<file path="config.mk">
export PLATFORM = sky130hd
export DESIGN_NAME = three_channel_tone_noise_envelope_psg
export DESIGN_NICKNAME = d
export VERILOG_FILES = /design/src/design/psg3_pkg.sv /design/src/design/psg3_tone.sv /design/src/design/psg3_noise.sv /design/src/design/psg3_env.sv /design/src/design/three_channel_tone_noise_envelope_psg.sv
export SDC_FILE = /design/constraint.sdc
export NUM_CORES = 1
export LEC_CHECK = 0
export BUFFER_PORTS_ARGS = -buffer_cell sky130_fd_sc_hd__buf_2
export CAP_MARGIN = 5
export CORE_ASPECT_RATIO = 1.4
export CORE_UTILIZATION = 45
export DETAILED_ROUTE_END_ITERATION = 6
export PLACE_DENSITY_LB_ADDON = 0.12
export SLEW_MARGIN = 20
export SYNTH_ARGS = -nofsm -noshare
export SYNTH_HDL_FRONTEND = slang
export SYNTH_SLANG_ARGS = --single-unit
</file>
<file path="constraint.sdc">
create_clock -name clk -period 8 [get_ports clk]
set_input_delay 1.6 -clock clk [delete_from_list [all_inputs] [get_ports clk]]
set_output_delay 1.6 -clock clk [all_outputs]
set_load 0.1 [all_outputs]
</file>
<file path="src/design/psg3_pkg.sv">
// ----------------------------------------------------------------------------
// psg3_pkg
// Shared codes, register indexes, types and the volume table of the
// three-channel tone, noise and envelope sound generator.
// ----------------------------------------------------------------------------
package psg3_pkg;

  // Item operation codes.
  localparam logic [1:0] OP_SELECT = 2'd0;
  localparam logic [1:0] OP_WRITE  = 2'd1;
  localparam logic [1:0] OP_READ   = 2'd2;
  localparam logic [1:0] OP_TICK   = 2'd3;

  // Register map.
  localparam logic [3:0] REG_NOISE  = 4'd6;
  localparam logic [3:0] REG_MIXER  = 4'd7;
  localparam logic [3:0] REG_VOL0   = 4'd8;
  localparam logic [3:0] REG_ENV_LO = 4'd11;
  localparam logic [3:0] REG_ENV_HI = 4'd12;
  localparam logic [3:0] REG_SHAPE  = 4'd13;

  localparam int NUM_CH = 3;

  typedef logic [7:0] byte_t;

  // Controls handed to the envelope generator for one item.
  typedef struct packed {
    logic tick;
    logic restart;
    logic attack;
    logic cont;
    logic alt;
    logic hold;
  } env_ctl_t;

  function automatic logic [5:0] vol_lookup(input logic [3:0] lv);
    logic [5:0] v;
    case (lv)
      4'd0:    v = 6'd0;
      4'd1:    v = 6'd1;
      4'd2:    v = 6'd2;
      4'd3:    v = 6'd3;
      4'd4:    v = 6'd4;
      4'd5:    v = 6'd5;
      4'd6:    v = 6'd7;
      4'd7:    v = 6'd10;
      4'd8:    v = 6'd13;
      4'd9:    v = 6'd18;
      4'd10:   v = 6'd24;
      4'd11:   v = 6'd30;
      4'd12:   v = 6'd36;
      4'd13:   v = 6'd40;
      4'd14:   v = 6'd42;
      default: v = 6'd42;
    endcase
    return v;
  endfunction

endpackage

</file>
<file path="src/design/psg3_tone.sv">
// ----------------------------------------------------------------------------
// psg3_tone
// One 12-bit tone divider: counts ticks and toggles its square-wave level
// each time the count reaches the period.
// ----------------------------------------------------------------------------
module psg3_tone (
  input  logic        clk,
  input  logic        rst,
  input  logic        tick,
  input  logic [11:0] period,
  output logic        level_next
);

  logic [11:0] cnt;
  logic [11:0] cnt_next;
  logic [11:0] cnt_inc;
  logic        level;

  always_comb begin
    cnt_inc    = cnt + 12'd1;
    cnt_next   = cnt;
    level_next = level;
    if (tick) begin
      // A period shortened below the count expires on the next tick.
      if (cnt_inc >= period) begin
        cnt_next   = '0;
        level_next = ~level;
      end else begin
        cnt_next = cnt_inc;
      end
    end
  end

  always_ff @(posedge clk) begin
    if (rst) begin
      cnt   <= '0;
      level <= 1'b0;
    end else begin
      cnt   <= cnt_next;
      level <= level_next;
    end
  end

endmodule

</file>
<file path="src/design/psg3_noise.sv">
// ----------------------------------------------------------------------------
// psg3_noise
// Noise source: a 17-bit shift register with feedback from bits 0 and 3,
// shifted once every twice the noise period in ticks.
// ----------------------------------------------------------------------------
module psg3_noise (
  input  logic       clk,
  input  logic       rst,
  input  logic       tick,
  input  logic [4:0] period,
  output logic       level_next
);

  logic [5:0]  cnt;
  logic [5:0]  cnt_next;
  logic [5:0]  cnt_inc;
  logic [16:0] shifter;
  logic [16:0] shifter_next;
  logic        level;

  always_comb begin
    cnt_inc      = cnt + 6'd1;
    cnt_next     = cnt;
    shifter_next = shifter;
    level_next   = level;
    if (tick) begin
      if (cnt_inc >= {period, 1'b0}) begin
        cnt_next     = '0;
        shifter_next = {shifter[0] ^ shifter[3], shifter[16:1]};
        level_next   = shifter_next[0];
      end else begin
        cnt_next = cnt_inc;
      end
    end
  end

  always_ff @(posedge clk) begin
    if (rst) begin
      cnt     <= '0;
      shifter <= 17'd1;
      level   <= 1'b0;
    end else begin
      cnt     <= cnt_next;
      shifter <= shifter_next;
      level   <= level_next;
    end
  end

endmodule

</file>
<file path="src/design/psg3_env.sv">
// ----------------------------------------------------------------------------
// psg3_env
// Envelope generator: sixteen level steps, one every 32 times the envelope
// period in ticks, with continue, alternate, hold and attack modes.
// ----------------------------------------------------------------------------
module psg3_env (
  input  logic                clk,
  input  logic                rst,
  input  psg3_pkg::env_ctl_t  ctl,
  input  logic [15:0]         period,
  output logic [3:0]          level_next
);
  import psg3_pkg::*;

  logic [20:0] cnt;
  logic [20:0] cnt_next;
  logic [20:0] cnt_inc;
  logic [4:0]  step;
  logic [4:0]  step_next;
  logic        rising;
  logic        rising_next;
  logic [3:0]  level;

  always_comb begin
    cnt_inc     = cnt + 21'd1;
    cnt_next    = cnt;
    step_next   = step;
    rising_next = rising;
    level_next  = level;
    if (ctl.restart) begin
      cnt_next    = '0;
      step_next   = '0;
      rising_next = ctl.attack;
      level_next  = ctl.attack ? 4'd0 : 4'd15;
    end else if (ctl.tick) begin
      if (cnt_inc >= {period, 5'b0}) begin
        cnt_next = '0;
        if (!step[4]) begin
          level_next = rising ? step[3:0] : ~step[3:0];
          step_next  = step + 5'd1;
        end else if (!ctl.cont) begin
          level_next = 4'd0;
        end else if (ctl.hold) begin
          level_next = (rising ^ ctl.alt) ? 4'd15 : 4'd0;
        end else begin
          // End of a cycle without hold: start again, turned round if alternating.
          rising_next = rising ^ ctl.alt;
          step_next   = '0;
          level_next  = rising_next ? 4'd0 : 4'd15;
        end
      end else begin
        cnt_next = cnt_inc;
      end
    end
  end

  always_ff @(posedge clk) begin
    if (rst) begin
      cnt    <= '0;
      step   <= '0;
      rising <= 1'b0;
      level  <= '0;
    end else begin
      cnt    <= cnt_next;
      step   <= step_next;
      rising <= rising_next;
      level  <= level_next;
    end
  end

`ifndef SYNTHESIS
  // The step counter never runs past the end of a cycle.
  a_step_range: assert property (@(posedge clk) disable iff (rst) step <= 5'd16)
    else $error("envelope step out of range");
`endif

endmodule

</file>
<file path="src/design/three_channel_tone_noise_envelope_psg.sv">
// ----------------------------------------------------------------------------
// three_channel_tone_noise_envelope_psg
// Programmable sound generator with sixteen byte registers, three tone
// channels, a noise source and an envelope generator; every beat returns the
// selected register's byte and the summed channel amplitude.
// ----------------------------------------------------------------------------
//
//   channel  | handshake                  | payload
//   ---------+----------------------------+---------------------------
//   item     | item_valid / item_stall    | opcode[1:0], data[7:0]
//   result   | result_valid / result_stall| read_data[7:0], amplitude[6:0]
//
// One item a cycle is sustained while the result side does not stall; a
// result passes through the input register, then the result register,
// before it can be taken.
// The register file, the dividers and the envelope update in the single
// stage between those two registers.
// rst is synchronous, active high, and resets all but the data registers.
// A stalled result holds the stage; item_stall rises only when both the
// input register and the result register are full.
// ----------------------------------------------------------------------------
module three_channel_tone_noise_envelope_psg (
  input  logic       clk,
  input  logic       rst,
  input  logic       item_valid,
  output logic       item_stall,
  input  logic [1:0] opcode,
  input  logic [7:0] data,
  output logic       result_valid,
  input  logic       result_stall,
  output logic [7:0] read_data,
  output logic [6:0] amplitude
);
  import psg3_pkg::*;

  // Input register.
  logic       q_valid;
  logic [1:0] q_opcode;
  logic [7:0] q_data;
  logic       adv;

  // Register file and selection.
  byte_t      regs [16];
  byte_t      regs_next [16];
  logic [3:0] sel;
  logic [3:0] sel_next;
  logic       do_write;
  logic       do_tick;

  logic [11:0]       tone_period [NUM_CH];
  logic [NUM_CH-1:0] tone_lvl_next;
  logic [4:0]        noise_period;
  logic              noise_lvl_next;
  logic [15:0]       env_period;
  logic [3:0]        env_lvl_next;
  env_ctl_t          env_ctl;
  logic [6:0]        amp_next;

  assign adv        = q_valid && (!result_valid || !result_stall);
  assign item_stall = q_valid && !adv;

  always_ff @(posedge clk) begin
    if (rst) begin
      q_valid <= 1'b0;
    end else if (!item_stall) begin
      q_valid <= item_valid;
    end
    if (!item_stall && item_valid) begin
      q_opcode <= opcode;
      q_data   <= data;
    end
  end

  always_comb begin
    sel_next  = sel;
    do_write  = 1'b0;
    do_tick   = 1'b0;
    regs_next = regs;
    if (adv) begin
      case (q_opcode)
        OP_SELECT: sel_next = q_data[3:0];
        OP_WRITE:  do_write = 1'b1;
        OP_READ:   ;
        OP_TICK:   do_tick  = 1'b1;
        default:   ;
      endcase
    end
    if (do_write) begin
      regs_next[sel] = q_data;
    end
  end

  // Periods follow the stored registers; a zero period counts as one.
  // Writes and ticks never share an item, so the current registers serve.
  always_comb begin
    for (int c = 0; c < NUM_CH; c++) begin
      tone_period[c] = {regs[2*c+1][3:0], regs[2*c]};
      if (tone_period[c] == '0) begin
        tone_period[c] = 12'd1;
      end
    end
    noise_period = regs[REG_NOISE][4:0];
    if (noise_period == '0) begin
      noise_period = 5'd1;
    end
    env_period = {regs[REG_ENV_HI], regs[REG_ENV_LO]};
    if (env_period == '0) begin
      env_period = 16'd1;
    end
  end

  always_comb begin
    env_ctl.tick    = do_tick;
    env_ctl.restart = do_write && (sel == REG_SHAPE);
    env_ctl.attack  = q_data[2];
    env_ctl.cont    = regs[REG_SHAPE][3];
    env_ctl.alt     = regs[REG_SHAPE][1];
    env_ctl.hold    = regs[REG_SHAPE][0];
  end

  for (genvar c = 0; c < NUM_CH; c++) begin : g_tone
    psg3_tone u_tone (
      .clk        (clk),
      .rst        (rst),
      .tick       (do_tick),
      .period     (tone_period[c]),
      .level_next (tone_lvl_next[c])
    );
  end

  psg3_noise u_noise (
    .clk        (clk),
    .rst        (rst),
    .tick       (do_tick),
    .period     (noise_period),
    .level_next (noise_lvl_next)
  );

  psg3_env u_env (
    .clk        (clk),
    .rst        (rst),
    .ctl        (env_ctl),
    .period     (env_period),
    .level_next (env_lvl_next)
  );

  // Mixer: a channel sounds when both its tone and noise gates are open.
  always_comb begin
    logic       tone_open;
    logic       noise_open;
    logic [7:0] vr;
    logic [3:0] lv;
    amp_next = '0;
    for (int c = 0; c < NUM_CH; c++) begin
      tone_open  = regs_next[REG_MIXER][c] || tone_lvl_next[c];
      noise_open = regs_next[REG_MIXER][c+3] || noise_lvl_next;
      vr         = regs_next[REG_VOL0 + 4'(c)];
      lv         = vr[4] ? env_lvl_next : vr[3:0];
      if (tone_open && noise_open) begin
        amp_next = amp_next + 7'(vol_lookup(lv));
      end
    end
  end

  always_ff @(posedge clk) begin
    if (rst) begin
      regs <= '{default: '0};
      sel  <= '0;
    end else begin
      regs <= regs_next;
      sel  <= sel_next;
    end
  end

  always_ff @(posedge clk) begin
    if (rst) begin
      result_valid <= 1'b0;
    end else if (adv) begin
      result_valid <= 1'b1;
    end else if (!result_stall) begin
      result_valid <= 1'b0;
    end
    if (adv) begin
      read_data <= regs_next[sel_next];
      amplitude <= amp_next;
    end
  end

`ifndef SYNTHESIS
  a_amp_range: assert property (@(posedge clk) disable iff (rst)
    result_valid |-> amplitude <= 7'd126)
    else $error("amplitude beyond three full-scale channels");

  a_adv_result: assert property (@(posedge clk) disable iff (rst)
    adv |=> result_valid)
    else $error("processed beat did not reach the result register");

  a_stall_full: assert property (@(posedge clk) disable iff (rst)
    item_stall |-> (q_valid && result_valid && result_stall))
    else $error("input stalled while the pipeline had room");
`endif

endmodule

</file>
# Yosys cells after proc, flatten, opt, wreduce, memory -nomap -nowiden
# Memory sizes are Yosys's and may differ from the RTL's.
# Cells that the tools add are included.
# op_classes
eq_ne,7
bitwise,8
reduce_logical,34
order_cmp,8
addsub,8
n_mux,60
# ops
cell,count
$bwmux W128,1
$mux W128,1
$mux W12,6
$mux W4,15
$add A12 B1 Y12 const B,3
$ge A12 B12 Y1,3
$logic_not A12 Y1,3
$bmux W8 S4,1
$demux W8 S4,1
$mux W6,4
$mux W8,3
$add A21 B1 Y21 const B,1
$ge A21 B21 Y1,1
$mux W21,1
$mux W1,20
$mux W5,4
$logic_not A16 Y1,1
$mux W16,1
$add A7 B6 Y7,2
$mux W7,2
$ge A5 B5 Y1 const B,2
$not A4 Y5,2
$logic_and A1 B1 Y1,8
$reduce_bool A2 Y1,4
20 further kinds,35
# totals
rom_bits,288
reg_bits,253
out_inout_bits,17
inputBits,14
n_memories,3
# mem_list
memory,words,word_bits,read_ports,rd_clocked_by_memory_dff,write_ports,line,source
(no name shown),16,6,1,0,0,psg3_pkg.sv:38,case (lv)
(no name shown),16,6,1,0,0,psg3_pkg.sv:38,
(no name shown),16,6,1,0,0,psg3_pkg.sv:38,

# Longest topological paths before layout
# Gate-level depths: netlist of run 1.
# An unclocked memory read counts as a cell.
# depth
ltp_word,15
depth_mapped,35
mapped_depth_nobuf,34

# Hierarchy
# A second synthesis of run 1 with hierarchy kept.
# unflattened
cells_unflattened,1969
hier_area_um2,15974.1
# modules_own_cells
mod,area_per_inst_um2,seq_area_each_um2,cells_each,n_inst
three_channel_tone_noise_envelope_psg,9246.4,3433.3,1170,1
psg3_tone,1104.8,260.2,133,3
psg3_env,2265.9,620.6,290,1
psg3_noise,1147.4,480.5,110,1

# Worst setup path after synthesis of run 1
# Ideal clock, no wire load.
# synth_path
path_type,reg-to-reg
from,register u_env.cnt[2]
to,register amplitude[6] (data pin)
path_buffers,1
t_required_ns,7.738
arrival_time_ns,6.881
path_slack_ns,0.857
synth_period_minus_slack_ns,7.143
path_stages_with_launch,34
cell_sequence,dfxtp_1 and3_1 nand3_1 nor4_1 and3_1 and3_1 nand3_1 xnor2_1 ha_1 nand4_1 nor3_1 nand4_1 o211ai_1 clkbuf_1 o2111ai_1 a31oi_1 a21oi_1 a21oi_1 ha_1 mux2i_1 a22o_1 ha_1 inv_1 fa_1 nor2b_1 nor3b_1 o21bai_1 ha_1 a21o_1 a21oi_1 o21bai_1 a21oi_1 nor3_1 xnor2_1
# synth_via
elab_chain_len,12
word_cells_on_any_way,18
classes_between,add/sub (3); order compare (1); mux (11); memory (3)
# synth_rtl
element,line,source
start: declaration,psg3_env.sv:15,logic [20:0] cnt;
start signal: assignment,psg3_env.sv:64,cnt <= cnt_next;
$add A21 B1 Y21 (*),psg3_env.sv:25,cnt_inc = cnt + 21'd1;
$ge A21 B21 Y1 (*),psg3_env.sv:36,"if (cnt_inc >= {period, 5'b0}) begin"
$mux W4 (*),psg3_env.sv:36,
$mux W4 (*),psg3_env.sv:35,end else if (ctl.tick) begin
$mux W4 (*),psg3_env.sv:30,if (ctl.restart) begin
$mux W4,three_channel_tone_noise_envelope_psg.sv:158,lv = vr[4] ? env_lvl_next : vr[3:0];
$mem_v2 Z16 W6,--,
$mux W6,three_channel_tone_noise_envelope_psg.sv:159,if (tone_open && noise_open) begin
$add A7 B6 Y7,three_channel_tone_noise_envelope_psg.sv:160,amp_next = amp_next + 7'(vol_lookup(lv));
$mux W7,three_channel_tone_noise_envelope_psg.sv:159,
$add A7 B6 Y7,three_channel_tone_noise_envelope_psg.sv:160,
$mux W7 (*),three_channel_tone_noise_envelope_psg.sv:159,
net amp_next[6],three_channel_tone_noise_envelope_psg.sv:57,logic [6:0] amp_next;
end signal: assignment,three_channel_tone_noise_envelope_psg.sv:185,amplitude <= amp_next;
end: declaration,three_channel_tone_noise_envelope_psg.sv:32,output logic [6:0] amplitude
# Mark *: on every way through the listed nets, which the timed path passes. The rest lies on a longest branch. The select of a mux whose other input is x is not followed.
# A chain may end at the register's enable or synchronous reset.

# Final worst setup path of run 1
# layout_path
from,register u_env.cnt[1]
to,register amplitude[6] (data pin)
# Same word-level chain as after synthesis.

==> results of run 1 <==
-- cell families after synthesis --
group / Yosys count / share of synthesized area [%]
flops: 253 / 35.4
buf+inv: 196 / 5.18
fa+ha+maj: 92 / 7.77
compound gates: 411 / 17.3
simple gates: 678 / 21.2
mux: 132 / 8.93
xor+xnor: 71 / 4.24
-- what timing repair did --
item / in CTS / in global routing
resized for setup: 0 / 13
endpoints found under the hold margin: 0 / 0
endpoints found under the setup margin: 0 / 4
setup buffers: 0 / 1
-- worst paths after layout --
kind	from	to
min	u_noise.shifter[2]$_SDFFE_PP0P_	u_noise.shifter[1]$_SDFFE_PP0P_
max	u_env.cnt[1]$_SDFFE_PP0P_	amplitude[6]$_DFFE_PP_
max reg2reg	u_env.cnt[1]$_SDFFE_PP0P_	amplitude[6]$_DFFE_PP_
min reg2reg	u_noise.shifter[2]$_SDFFE_PP0P_	u_noise.shifter[1]$_SDFFE_PP0P_
-- layout by cell type (no fill, tap or decap), types with 7 or more instances in the layout --
cell / netlist / routed
sky130_fd_sc_hd__nand2_1: 162 / 162
sky130_fd_sc_hd__o31ai_1: 8 / 8
sky130_fd_sc_hd__nor2b_1: 22 / 22
sky130_fd_sc_hd__xor2_1: 46 / 46
sky130_fd_sc_hd__o21ai_0: 71 / 71
sky130_fd_sc_hd__a21o_1: 16 / 16
sky130_fd_sc_hd__buf_2: 12 / 29
sky130_fd_sc_hd__and3_1: 35 / 34
sky130_fd_sc_hd__o22ai_1: 64 / 64
sky130_fd_sc_hd__o21ai_1: 7 / 7
sky130_fd_sc_hd__nor4_1: 18 / 16
sky130_fd_sc_hd__inv_1: 83 / 83
sky130_fd_sc_hd__nand2b_1: 20 / 19
sky130_fd_sc_hd__mux2i_1: 119 / 118
sky130_fd_sc_hd__xnor2_1: 24 / 24
sky130_fd_sc_hd__nor3_1: 55 / 53
sky130_fd_sc_hd__nand3b_1: 29 / 29
sky130_fd_sc_hd__and2_1: 9 / 9
sky130_fd_sc_hd__a21oi_1: 135 / 133
sky130_fd_sc_hd__buf_4: 1 / 36
sky130_fd_sc_hd__a211oi_1: 14 / 14
sky130_fd_sc_hd__mux2_2: 11 / 11
sky130_fd_sc_hd__nor2_1: 252 / 250
sky130_fd_sc_hd__ha_1: 90 / 89
sky130_fd_sc_hd__o311ai_0: 22 / 22
sky130_fd_sc_hd__edfxtp_1: 25 / 25
sky130_fd_sc_hd__clkbuf_8: 0 / 7
sky130_fd_sc_hd__dfxtp_1: 228 / 226
sky130_fd_sc_hd__clkbuf_16: 0 / 29
sky130_fd_sc_hd__nand3_1: 31 / 29
sky130_fd_sc_hd__or3_1: 21 / 21
-- flip-flops by register name, summed over array words and instances, names as in the netlist, 2 cells and up --
| name | flops |
|---|---|
| q_data | 8 |
| g_tone.u_tone.cnt | 36 |
| env_ctl | 3 |
| u_noise.shifter | 17 |
| amplitude | 7 |
| u_noise.cnt | 6 |
| regs | 125 |
| q_opcode | 2 |
| read_data | 8 |
| u_env.level | 4 |
| u_env.step | 5 |
| u_env.cnt | 21 |
| g_tone.u_tone.level | 3 |
| sel | 4 |
-- where the power goes --
part | internal [mW] | total, mW | leakage (nW) | switching (mW)
Sequential | 1.29 | 1.31 | 2.08 | 0.0143
Combinational | 0.0388 | 0.169 | 3.72 | 0.130
Clock | 0.917 | 1.47 | 0.518 | 0.554
Total | 2.25 | 2.94 | 6.32 | 0.698
-- worst min-delay path, stage by stage (launching register included) --
cell	delay (ps)
sky130_fd_sc_hd__dfxtp_1	310
sky130_fd_sc_hd__nand2_1	50
sky130_fd_sc_hd__a21oi_1	50
-- stage by stage --
step	setup WS [ps]	hold WS, ps	std cells	power, mW
final	566	458	2277	2.94
after global routing	-9.51	475	2277	3.04
after CTS	256	456	2276	2.98
after detailed placement	279	447	2225	1.50
after global placement	547	440	2225	1.50
after floorplan	857	431	1833	1.44
-- routing by layer --
metal  vias to the layer above  track usage (%)  share of wire (%)
met5                         -                0                  0
met4                         0             13.8                5.2
met3                       112             2.70                3.8
met2                       320             44.9                 50
met1                      6068             29.4                 41
li1                       6454                -                  -
-- cell type report --
class | count | area, sq um
timing repair buffer | 66 | 427
inverter | 83 | 312
multi-input combinational | 1384 | 9000
tap | 440 | 551
sequential | 253 | 5320
clock buffer | 37 | 826
fill | 3244 | 15900
clock inverter | 14 | 230
==> insert_results.sql, run 1 <==
INSERT INTO impl_metrics (metric_group, metric, value, unit) VALUES
('floorplan', 'boundaryPins', '31', ''),
('synthesis', 'syn-mean-instance-area', '8.19', 'sq um'),
('synthesis', 'yosys.area.top_type', 'sky130_fd_sc_hd__dfxtp_1', ''),
('grt', 'pin_count_of_the_biggest_net_entering_global_routing', '116', ''),
('cells_and_area', 'synthToLayoutAreaGrowth', '11.0', '%'),
('floorplan', 'die_h', '218', 'microns'),
('floorplan', 'area_of_the_core', '32600', 'sq um'),
('detailed_routing', 'drc', '0', ''),
('power_and_ir_drop', 'static_leakage', '6.32', 'nW'),
('timing', 'final-setup-viol-count', '0', ''),
('synthesis', 'yosys-top-cells-count', 'sky130_fd_sc_hd__nor2_1 (252), sky130_fd_sc_hd__dfxtp_1 (228), sky130_fd_sc_hd__nand2_1 (162)', ''),
('grt', 'grt_pass1_wl', '67.7', 'mm'),
('grt', 'grtUsageTotal', '25.2', '%'),
('detailed_routing', 'initialDrtViolationCount', '912', ''),
('cells_and_area', 'drive_above_1_share', '9.25', '%'),
('critical_path', 'critical-path-max-stage-delay', '400', 'ps'),
('power_and_ir_drop', 'pwr_density_cell', '177', 'nW/um^2'),
('synthesis', 'yosysTopAreaCellShare', '30.4', '%'),
('critical_path', 'critical_path.n_buffers_inverters', '4', ''),
('critical_path', 'worst-r2r-setup-slack', '570', 'ps'),
('synthesis', 'synthMostInstantiatedCell', 'sky130_fd_sc_hd__nor2_1', ''),
('cells_and_area', 'count_of_antenna_diodes_in_the_layout', '0', ''),
('timing', 'fin_crit', '7430', 'ps'),
('floorplan', 'start_util', '46.0', '%'),
('clock_tree', 'cts.reportedPaths.clkPinSlew', '60', 'ps'),
('synthesis', 'synth_flop_cell', 'sky130_fd_sc_hd__dfxtp_1', ''),
('synthesis', 'ys_async_sr_fraction', '0', '%'),
('detailed_routing', 'routed_wire_length_per_instance', '18.7', 'microns'),
('synthesis', 'synth_fp_nets', '1939', ''),
('critical_path', 'path_depth', '34', ''),
('detailed_routing', 'vias_per_inst', '5.69', ''),
('synthesis', 'synthCells', '1833', ''),
('detailed_routing', 'drtPass1Iterations', '5', ''),
('timing', 'hold_viol_final', '0', ''),
('placed_design', 'port_buffers', '30', ''),
('grt', 'number_of_antenna_violations_at_the_first_check_in_global_routing', '0', ''),
('clock_tree', 'tritoncts_num_sinks', '253', ''),
('cells_and_area', 'layout.nets', '1922', ''),
('floorplan', 'chip_width', '156', 'microns'),
('critical_path', 'type_of_destination_of_the_critical_path', 'register', ''),
('critical_path', 'worst-endpoint-required', '8320', 'ps'),
('clock_tree', 'cts_tree', 'built', ''),
('worst_hold_path', 'hold_path_depth', '2', ''),
('clock_tree', 'post_cts_hold_buffer_count', '0', ''),
('detailed_routing', 'final_antenna_net_count', '0', ''),
('floorplan', 'floorplan.rows', '78', ''),
('placed_design', 'place_hpwl', '30.1', 'mm'),
('critical_path', 'cp_max_fo', '8', ''),
('critical_path', 'critical_path.slowest_cell', 'sky130_fd_sc_hd__dfxtp_1', ''),
('clock_tree', 'root_buffer', 'sky130_fd_sc_hd__clkbuf_16', ''),
('power_and_ir_drop', 'ir_worst_vdd', '0.253', 'mV'),
('synthesis', 'synth_area_leaders', 'sky130_fd_sc_hd__dfxtp_1 (30%), sky130_fd_sc_hd__mux2i_1 (7.9%), sky130_fd_sc_hd__ha_1 (7.5%)', ''),
('timing', 'skew', '18.2', 'ps'),
('synthesis', 'syn-cell-area', '15000', 'sq um'),
('critical_path', 'arrival_time_at_the_worst_endpoint', '7750', 'ps'),
('synthesis', 'yosys_warnings', '0', ''),
('timing', 'timing_max_transition_violations_final', '0', ''),
('timing', 'worstMarginPinSlew', '1110', 'ps'),
('critical_path', 'rr_worst_depth', '34', ''),
('placed_design', 'place_congestion', '0.945', ''),
('critical_path', 'critPathTopFamily', 'simple AND/OR/NAND/NOR gates', ''),
('critical_path', 'worst_path_most_repeated_cell', 'sky130_fd_sc_hd__ha_1', ''),
('synthesis', 'synth-seq-area-share', '35.4', '%'),
('status', 'outcome', 'complete, no violations', ''),
('critical_path', 'critPathKind', 'reg2reg', ''),
('synthesis', 'synth_seq_cells', '253', ''),
('timing', 'layout_worst_path_cycle_share', '92.9', '%'),
('grt', 'grt_overflow_total', '0', ''),
('detailed_routing', 'finalWirelength', '42.5', 'mm'),
('timing', 'clock.fmax', '135', 'MHz'),
('timing', 'worst_slew_margin_rel', '23.7', '%');
(Power assumes the default switching activity.)
==> inputs of run 2 (changes only) <==
SYNTH_HIERARCHICAL = 1   (was not set)
==> run 2 against run 1 <==
  * Fmax grew 1.2%
  * Area after synthesis grew 6.5%
  * Sequential cell count is the same
  * Sequential share of layout area shrank 1.2 points
  * Non-clock buffer count shrank 5
  * Utilization shrank 1.6 points
  * Clock skew shrank 7.3 ps
  * Worst setup slack gained 86 ps
  * First-iteration DRC count grew 5.5%
  * Hold slack lost 8.5 ps
  * Synthesized cell count grew 7.4%
  * Largest cell class unchanged
==> insert_results.sql, run 2 <==
INSERT INTO impl_metrics (metric_group, metric, value, unit) VALUES
('detailed_routing', 'routed_wire_length_per_instance', '19.0', 'microns'),
('cells_and_area', 'reg.largest.list', 'regs x125, g_tone.u_tone/cnt x36, u_env/cnt x21', ''),
('placed_design', 'port_buffers', '30', ''),
('clock_tree', 'cts.reportedPaths.clkPinSlew', '60', 'ps'),
('critical_path', 'worst-endpoint-required', '8320', 'ps'),
('timing', 'worst_slew_margin_rel', '29.9', '%'),
('synthesis', 'synth_enable_flop_cells', '25', ''),
('grt', 'grt_pass1_vias', '13500', ''),
('power_and_ir_drop', 'comb_power_share', '7.2', '%'),
('status', 'outcome', 'complete, no violations', ''),
('cells_and_area', 'regMostFlops', 'regs', ''),
('power_and_ir_drop', 'switching_share', '25.0', '%'),
('grt', 'grt_pass1_wl', '72.3', 'mm'),
('worst_hold_path', 'hold-path-endpoint', 'regs[1]$_SDFF_PP0_', ''),
('cells_and_area', 'drive_above_1_share', '10.1', '%'),
('synthesis', 'synthMostInstantiatedCell', 'sky130_fd_sc_hd__nand2_1', ''),
('synthesis', 'synth_flop_cell', 'sky130_fd_sc_hd__dfxtp_1', ''),
('grt', 'pin_count_of_the_biggest_net_entering_global_routing', '146', ''),
('synthesis', 'synth-seq-area-share', '33.3', '%'),
('detailed_routing', 'met3RoutedLength', '1.82', 'mm'),
('flow_run', 'maxCapViolations', '0', ''),
('worst_hold_path', 'worst_hold_path_type', 'reg2reg', ''),
('critical_path', 'cp_max_fo', '24', ''),
('detailed_routing', 'drc', '0', ''),
('synthesis', 'synthCells', '1969', ''),
('placed_design', 'place_hpwl', '31.4', 'mm'),
('clock_tree', 'post_cts_resized', '0', ''),
('floorplan', 'die_h', '225', 'microns'),
('clock_tree', 'tritoncts_num_sinks', '253', ''),
('detailed_routing', 'vias_per_inst', '5.91', ''),
('grt', 'grt_overflow_total', '0', ''),
('detailed_routing', 'dr_wl_met2', '22.4', 'mm'),
('floorplan', 'floorplan.rows', '81', ''),
('clock_tree', 'htreeDepth', '1', ''),
('cells_and_area', 'finished_layout_cells', '2369', ''),
('detailed_routing', 'initialDrtViolationCount', '962', ''),
('placed_design', 'place_congestion', '0.907', ''),
('timing', 'worstMarginPinSlew', '1050', 'ps'),
('cells_and_area', 'synthToLayoutAreaGrowth', '8.33', '%'),
('critical_path', 'rr_worst_depth', '31', ''),
('detailed_routing', 'drtPass1Iterations', '6', ''),
('clock_tree', 'numCtsBuffers', '28', ''),
('synthesis', 'synth_fp_nets', '2074', ''),
('floorplan', 'start_util', '45.7', '%'),
('clock_tree', 'post_cts_hold_buffer_count', '0', ''),
('clock_tree', 'cts_tree', 'built', ''),
('cells_and_area', 'layout.cells.most_common_list', 'sky130_fd_sc_hd__nand2_1 (260), sky130_fd_sc_hd__dfxtp_1 (228), sky130_fd_sc_hd__a21oi_1 (188)', ''),
('timing', 'fin_crit', '7350', 'ps'),
('timing', 'clock.fmax', '136', 'MHz'),
('cells_and_area', 'final_common_cell', 'sky130_fd_sc_hd__nand2_1', ''),
('detailed_routing', 'finalWirelength', '45.0', 'mm'),
('synthesis', 'ys_async_sr_fraction', '0', '%'),
('critical_path', 'r2r_start', 'u_env/cnt[6]$_SDFFE_PP0P_', ''),
('floorplan', 'chip_width', '161', 'microns'),
('critical_path', 'critical_path.slowest_cell', 'sky130_fd_sc_hd__fa_1', ''),
('timing', 'final.setup.tns', '0', 'ps'),
('floorplan', 'boundaryPins', '31', ''),
('power_and_ir_drop', 'ir_worst_vdd', '0.169', 'mV'),
('placed_design', 'place.detailed.instances', '2316', ''),
('cells_and_area', 'count_of_antenna_diodes_in_the_layout', '0', ''),
('power_and_ir_drop', 'static_leakage', '6.51', 'nW'),
('detailed_routing', 'final_antenna_net_count', '0', ''),
('worst_hold_path', 'hold_path_depth', '2', ''),
('critical_path', 'worst_setup_path_start_kind', 'register', ''),
('critical_path', 'critPathKind', 'reg2reg', ''),
('clock_tree', 'root_buffer', 'sky130_fd_sc_hd__clkbuf_16', ''),
('critical_path', 'arrival_time_at_the_worst_endpoint', '7670', 'ps'),
('cells_and_area', 'layout.nets', '1996', ''),
('timing', 'timing_max_transition_violations_final', '0', ''),
('critical_path', 'critical-path-max-stage-delay', '480', 'ps'),
('power_and_ir_drop', 'power.switching', '0.737', 'mW'),
('power_and_ir_drop', 'seqPwrFrac', '44.2', '%'),
('floorplan', 'area_of_the_core', '35000', 'sq um'),
('detailed_routing', 'wl_met1', '18.3', 'mm'),
('worst_hold_path', 'worst_hold_startpoint', 'regs[1]$_SDFF_PP0_', ''),
('cells_and_area', 'largest_reg_flops', '125', ''),
('synthesis', 'yosys.area.top_type', 'sky130_fd_sc_hd__dfxtp_1', ''),
('critical_path', 'worst_path_most_repeated_cell', 'sky130_fd_sc_hd__ha_1', ''),
('synthesis', 'yosysTopAreaCellShare', '28.6', '%'),
('detailed_routing', 'route.vias.total', '14000', ''),
('clock_tree', 'clock_latency_of_the_later_clocked_register_in_the_worst_skew_pair', '570', 'ps'),
('critical_path', 'worst-r2r-setup-slack', '650', 'ps'),
('floorplan', 'die_area', '36300', 'sq um'),
('timing', 'final-setup-viol-count', '0', ''),
('clock_tree', 'post-cts-setup-buffers', '0', ''),
('synthesis', 'yosys-top-cells-count', 'sky130_fd_sc_hd__nand2_1 (260), sky130_fd_sc_hd__dfxtp_1 (228), sky130_fd_sc_hd__a21oi_1 (188)', ''),
('critical_path', 'type_of_destination_of_the_critical_path', 'register', ''),
('clock_tree', 'clock_tree.buffer_depth', '3', ''),
('grt', 'number_of_antenna_violations_at_the_first_check_in_global_routing', '0', ''),
('power_and_ir_drop', 'clockPowerShare', '48.6', '%'),
('timing', 'layout_worst_path_cycle_share', '91.9', '%'),
('synthesis', 'netlist-cell-type-count', '105', ''),
('grt', 'grtUsageTotal', '24.8', '%'),
('critical_path', 'reg2reg_to', 'amplitude[5]$_DFFE_PN_', ''),
('synthesis', 'yosys_warnings', '6', ''),
('power_and_ir_drop', 'intPower', '2.21', 'mW'),
('synthesis', 'synth_seq_cells', '253', ''),
('timing', 'skew', '10.9', 'ps'),
('detailed_routing', 'topRoutingLayerUsed', 'met4', ''),
('power_and_ir_drop', 'pwr_density_cell', '170', 'nW/um^2'),
('synthesis', 'syn-mean-instance-area', '8.11', 'sq um'),
('synthesis', 'synth_area_leaders', 'sky130_fd_sc_hd__dfxtp_1 (29%), sky130_fd_sc_hd__ha_1 (7.0%), sky130_fd_sc_hd__nand2_1 (6.1%)', ''),
('timing', 'unrepaired_setup_endpoints_after_global_routing', 'false', ''),
('synthesis', 'syn-cell-area', '16000', 'sq um'),
('timing', 'hold_viol_final', '0', '');
[run 2: kinds of logic after synthesis]
group	after synthesis	share of synthesized area, %
multiplexers	80	5.22
adder cells (fa/ha/maj)	91	7.22
XOR/XNOR	70	3.84
flip-flops	253	33.3
AO/OA/AOI/OAI	477	20.1
AND/OR/NAND/NOR	725	23.4
buffers and inverters	273	6.92
[run 2: worst max-delay path, delay by kind of cell (launching register included)]
family,cells,cell delay [ps]
flops,1,440
buf+inv,3,230
compound gates,10,2160
fa+ha+maj,5,1420
simple gates,10,2430
xor+xnor,2,160
mux,1,250
[run 2: worst max path at each step]
stage | startpoint | endpoint | slack (ps) | depth (start not counted)
finish | u_env/cnt[6]$_SDFFE_PP0P_ | amplitude[5]$_DFFE_PN_ | 650 | 31
detailed placement | u_env/cnt[6]$_SDFFE_PP0P_ | amplitude[5]$_DFFE_PN_ | 360 | 29
floorplan | result_stall | amplitude[5]$_DFFE_PN_ | 740 | 29
global placement | u_env/cnt[6]$_SDFFE_PP0P_ | amplitude[5]$_DFFE_PN_ | 580 | 30
CTS | u_env/cnt[6]$_SDFFE_PP0P_ | amplitude[5]$_DFFE_PN_ | 310 | 30
global route | u_env/cnt[2]$_SDFFE_PP0P_ | amplitude[5]$_DFFE_PN_ | 50 | 31
[run 2: power groups by stage]
stage	Sequential (mW)	Combinational (mW)	Clock, mW
after floorplan	1.36	0.121	0
after global placement	1.33	0.210	0
after detailed placement	1.33	0.210	0
after CTS	1.30	0.211	1.46
after global routing	1.30	0.225	1.51
final	1.30	0.213	1.43
[run 2: through the flow]
step,cell area [sq um],setup WS [ps],utilization [%],total power [mW],hold slack [ps]
floorplan,16000,741,-,1.48,427
global placement,16200,581,46.5,1.54,437
detailed placement,16200,357,46.5,1.54,443
CTS,17300,313,49.4,2.97,452
global route,17300,46.7,49.5,3.04,477
finish,17300,651,49.5,2.95,450
[run 2: metal layers]
| metal | vias up | global-route usage, % |
|---|---|---|
| met3 | 132 | 2.47 |
| met1 | 6666 | 28.6 |
| li1 | 6845 | - |
| met5 | - | 0 |
| met2 | 354 | 44.1 |
| met4 | 0 | 14.7 |
[run 2: cell type report]
type	count	area (sq um)
multi-input combinational	1443	9600
inverter	104	390
sequential	253	5320
timing repair buffer	61	399
fill	3386	17700
clock buffer	39	886
tap	456	571
clock inverter	13	146
==> inputs of run 3 (changes only) <==
PLACE_DENSITY_LB_ADDON = 0.08   (was 0.12)
==> run 3 against run 2 <==
  * Count of clock-buffer cells in the layout up 3
  * First-iteration DRC count down 0.52%
  * Hold slack worse by 2.6 ps
  * Worst setup slack worse by 28 ps
  * Utilization down 0.27 points
  * Non-clock buffer count up 2
  * Combinational power about the same
  * Fmax down 0.38%
  * Largest cell class unchanged
==> insert_results.sql, run 3 (synthesis results as in run 2) <==
INSERT INTO impl_metrics (metric_group, metric, value, unit) VALUES
('status', 'outcome', 'complete, no violations', ''),
('timing', 'skew', '18.7', 'ps'),
('power_and_ir_drop', 'static_leakage', '6.45', 'nW'),
('floorplan', 'boundaryPins', '31', ''),
('power_and_ir_drop', 'pwr_density_cell', '164', 'nW/um^2'),
('flow_run', 'maxCapViolations', '0', ''),
('floorplan', 'area_of_the_core', '35000', 'sq um'),
('clock_tree', 'clock_tree.buffer_depth', '3', ''),
('power_and_ir_drop', 'report.power.total', '2.82', 'mW'),
('floorplan', 'die_h', '225', 'microns'),
('clock_tree', 'htreeDepth', '1', ''),
('timing', 'layout_worst_path_cycle_share', '92.2', '%'),
('power_and_ir_drop', 'intPower', '2.11', 'mW'),
('placed_design', 'port_buffers', '30', ''),
('clock_tree', 'clock_latency_of_the_later_clocked_register_in_the_worst_skew_pair', '570', 'ps'),
('power_and_ir_drop', 'clockPowerShare', '46.3', '%'),
('placed_design', 'place_hpwl', '31.9', 'mm'),
('critical_path', 'worst-r2r-setup-slack', '620', 'ps'),
('detailed_routing', 'route.vias.total', '14000', ''),
('grt', 'grt_pass1_wl', '72.7', 'mm'),
('critical_path', 'critical-path-max-stage-delay', '470', 'ps'),
('floorplan', 'floorplan.rows', '81', ''),
('detailed_routing', 'drc', '0', ''),
('clock_tree', 'cts.reportedPaths.clkPinSlew', '70', 'ps'),
('floorplan', 'chip_width', '161', 'microns'),
('critical_path', 'critPathKind', 'reg2reg', ''),
('detailed_routing', 'vias_per_inst', '5.89', ''),
('detailed_routing', 'finalWirelength', '45.5', 'mm'),
('timing', 'clock.fmax', '136', 'MHz'),
('grt', 'grtUsageTotal', '25.0', '%'),
('critical_path', 'worst_setup_path_start_kind', 'register', ''),
('timing', 'fin_crit', '7380', 'ps'),
('critical_path', 'arrival_time_at_the_worst_endpoint', '7700', 'ps'),
('clock_tree', 'cts_tree', 'built', ''),
('cells_and_area', 'largest_reg_flops', '125', ''),
('timing', 'hold_viol_final', '0', ''),
('critical_path', 'critical_path.startpoint', 'u_env/cnt[2]$_SDFFE_PP0P_', ''),
('grt', 'grt_overflow_total', '0', ''),
('detailed_routing', 'final_antenna_net_count', '0', ''),
('power_and_ir_drop', 'switching_share', '25.2', '%'),
('critical_path', 'rr_worst_depth', '31', ''),
('timing', 'worstMarginPinSlew', '1040', 'ps'),
('power_and_ir_drop', 'power.switching', '0.712', 'mW'),
('cells_and_area', 'layout.cells.most_common_list', 'sky130_fd_sc_hd__nand2_1 (260), sky130_fd_sc_hd__dfxtp_1 (228), sky130_fd_sc_hd__a21oi_1 (188)', ''),
('placed_design', 'post_dp_cell_area', '16300', 'sq um'),
('timing', 'holdWs', '447', 'ps'),
('critical_path', 'critical_path.slowest_cell', 'sky130_fd_sc_hd__dfxtp_1', ''),
('grt', 'grt_pass1_vias', '13400', ''),
('cells_and_area', 'reg.largest.list', 'regs x125, g_tone.u_tone/cnt x36, u_env/cnt x21', ''),
('cells_and_area', 'final_util', '49.2', '%'),
('critical_path', 'type_of_destination_of_the_critical_path', 'register', ''),
('timing', 'timing_max_transition_violations_final', '0', ''),
('cells_and_area', 'stdcell_area', '17200', 'sq um'),
('cells_and_area', 'layout.nets', '1998', ''),
('power_and_ir_drop', 'comb_power_share', '7.6', '%'),
('power_and_ir_drop', 'ir_worst_vdd', '0.160', 'mV'),
('timing', 'final.setup.tns', '0', 'ps'),
('floorplan', 'start_util', '45.7', '%'),
('cells_and_area', 'regMostFlops', 'regs', ''),
('power_and_ir_drop', 'seqPwrFrac', '46.1', '%'),
('critical_path', 'worst-endpoint-required', '8320', 'ps'),
('critical_path', 'r2r_start', 'u_env/cnt[2]$_SDFFE_PP0P_', ''),
('clock_tree', 'tritoncts_num_sinks', '253', ''),
('timing', 'unrepaired_setup_endpoints_after_global_routing', 'false', ''),
('worst_hold_path', 'worst_hold_path_type', 'reg2reg', ''),
('clock_tree', 'root_buffer', 'sky130_fd_sc_hd__clkbuf_16', ''),
('floorplan', 'die_area', '36300', 'sq um'),
('critical_path', 'cp-endpoint', 'amplitude[5]$_DFFE_PN_', ''),
('grt', 'pin_count_of_the_biggest_net_entering_global_routing', '100', ''),
('detailed_routing', 'initialDrtViolationCount', '957', ''),
('critical_path', 'reg2reg_to', 'amplitude[5]$_DFFE_PN_', ''),
('placed_design', 'place_congestion', '0.914', ''),
('grt', 'number_of_antenna_violations_at_the_first_check_in_global_routing', '0', ''),
('detailed_routing', 'drtPass1Iterations', '5', ''),
('cells_and_area', 'drive_above_1_share', '9.66', '%'),
('clock_tree', 'numCtsBuffers', '28', ''),
('critical_path', 'cp_max_fo', '24', ''),
('critical_path', 'worst_path_most_repeated_cell', 'sky130_fd_sc_hd__ha_1', ''),
('cells_and_area', 'final_common_cell', 'sky130_fd_sc_hd__nand2_1', ''),
('cells_and_area', 'synthToLayoutAreaGrowth', '7.75', '%'),
('timing', 'final-setup-viol-count', '0', ''),
('detailed_routing', 'routed_wire_length_per_instance', '19.2', 'microns'),
('timing', 'worst_slew_margin_rel', '30.8', '%');
-- run 3: power by group through the flow --
stage / logic [mW] / clock network, mW / registers [mW]
global placement: 0.212 / 0 / 1.33
floorplan: 0.121 / 0 / 1.36
detailed placement: 0.213 / 0 / 1.33
global route: 0.227 / 1.39 / 1.30
finish: 0.215 / 1.31 / 1.30
CTS: 0.214 / 1.33 / 1.30
-- run 3: worst min-delay path by stage --
| stage | slack, ps | depth (start not counted) | endpoint | start |
|---|---|---|---|---|
| after floorplan | 430 | 2 | regs[1]$_SDFF_PP0_ | regs[1]$_SDFF_PP0_ |
| after global placement | 440 | 2 | regs[1]$_SDFF_PP0_ | regs[1]$_SDFF_PP0_ |
| after detailed placement | 440 | 2 | regs[1]$_SDFF_PP0_ | regs[1]$_SDFF_PP0_ |
| after CTS | 450 | 2 | regs[1]$_SDFF_PP0_ | regs[1]$_SDFF_PP0_ |
| after global routing | 460 | 2 | regs[1]$_SDFF_PP0_ | regs[1]$_SDFF_PP0_ |
| final | 450 | 2 | regs[1]$_SDFF_PP0_ | regs[1]$_SDFF_PP0_ |
-- run 3: per-layer routing --
metal / routed length (microns) / up-vias / track usage (%)
met5: 0 / - / 0
met4: 2410 / 0 / 13.8
met3: 1720 / 112 / 2.43
met2: 22800 / 342 / 45.0
met1: 18600 / 6675 / 29.0
li1: - / 6844 / -
-- run 3: what timing repair did --
action,4_1_cts,5_1_grt
buffers inserted,0,1
gates resized for setup,0,4
hold buffers,0,0
endpoints found under the setup margin,0,3
-- run 3: cell type report --
| class | instances | area (sq um) |
|---|---|---|
| inverters | 104 | 390 |
| well taps | 456 | 571 |
| clock inverters | 10 | 98.8 |
| multi-input cells | 1443 | 9600 |
| flip-flops and latches | 253 | 5320 |
| repair buffers | 63 | 417 |
| clock buffers | 42 | 815 |
| diodes | 1 | 2.50 |
| fillers | 3442 | 17800 |
-- run 3: per-stage QoR --
| stage | setup slack (ps) | cells |
|---|---|---|
| 3_5_place_dp | 317 | 2317 |
| 5_1_grt | 39.8 | 2371 |
| 3_3_place_gp | 539 | 2317 |
| 6_report | 623 | 2372 |
| 4_1_cts | 302 | 2369 |
| 2_1_floorplan | 741 | 1969 |
-- run 3: worst max-delay path, delay by kind of cell (launching register included) --
kind / cells / cell delay [ps]
simple gates: 10 / 2470
compound gates: 10 / 2130
fa+ha+maj: 5 / 1430
flops: 1 / 470
mux: 1 / 250
buf+inv: 3 / 230
xor+xnor: 2 / 160
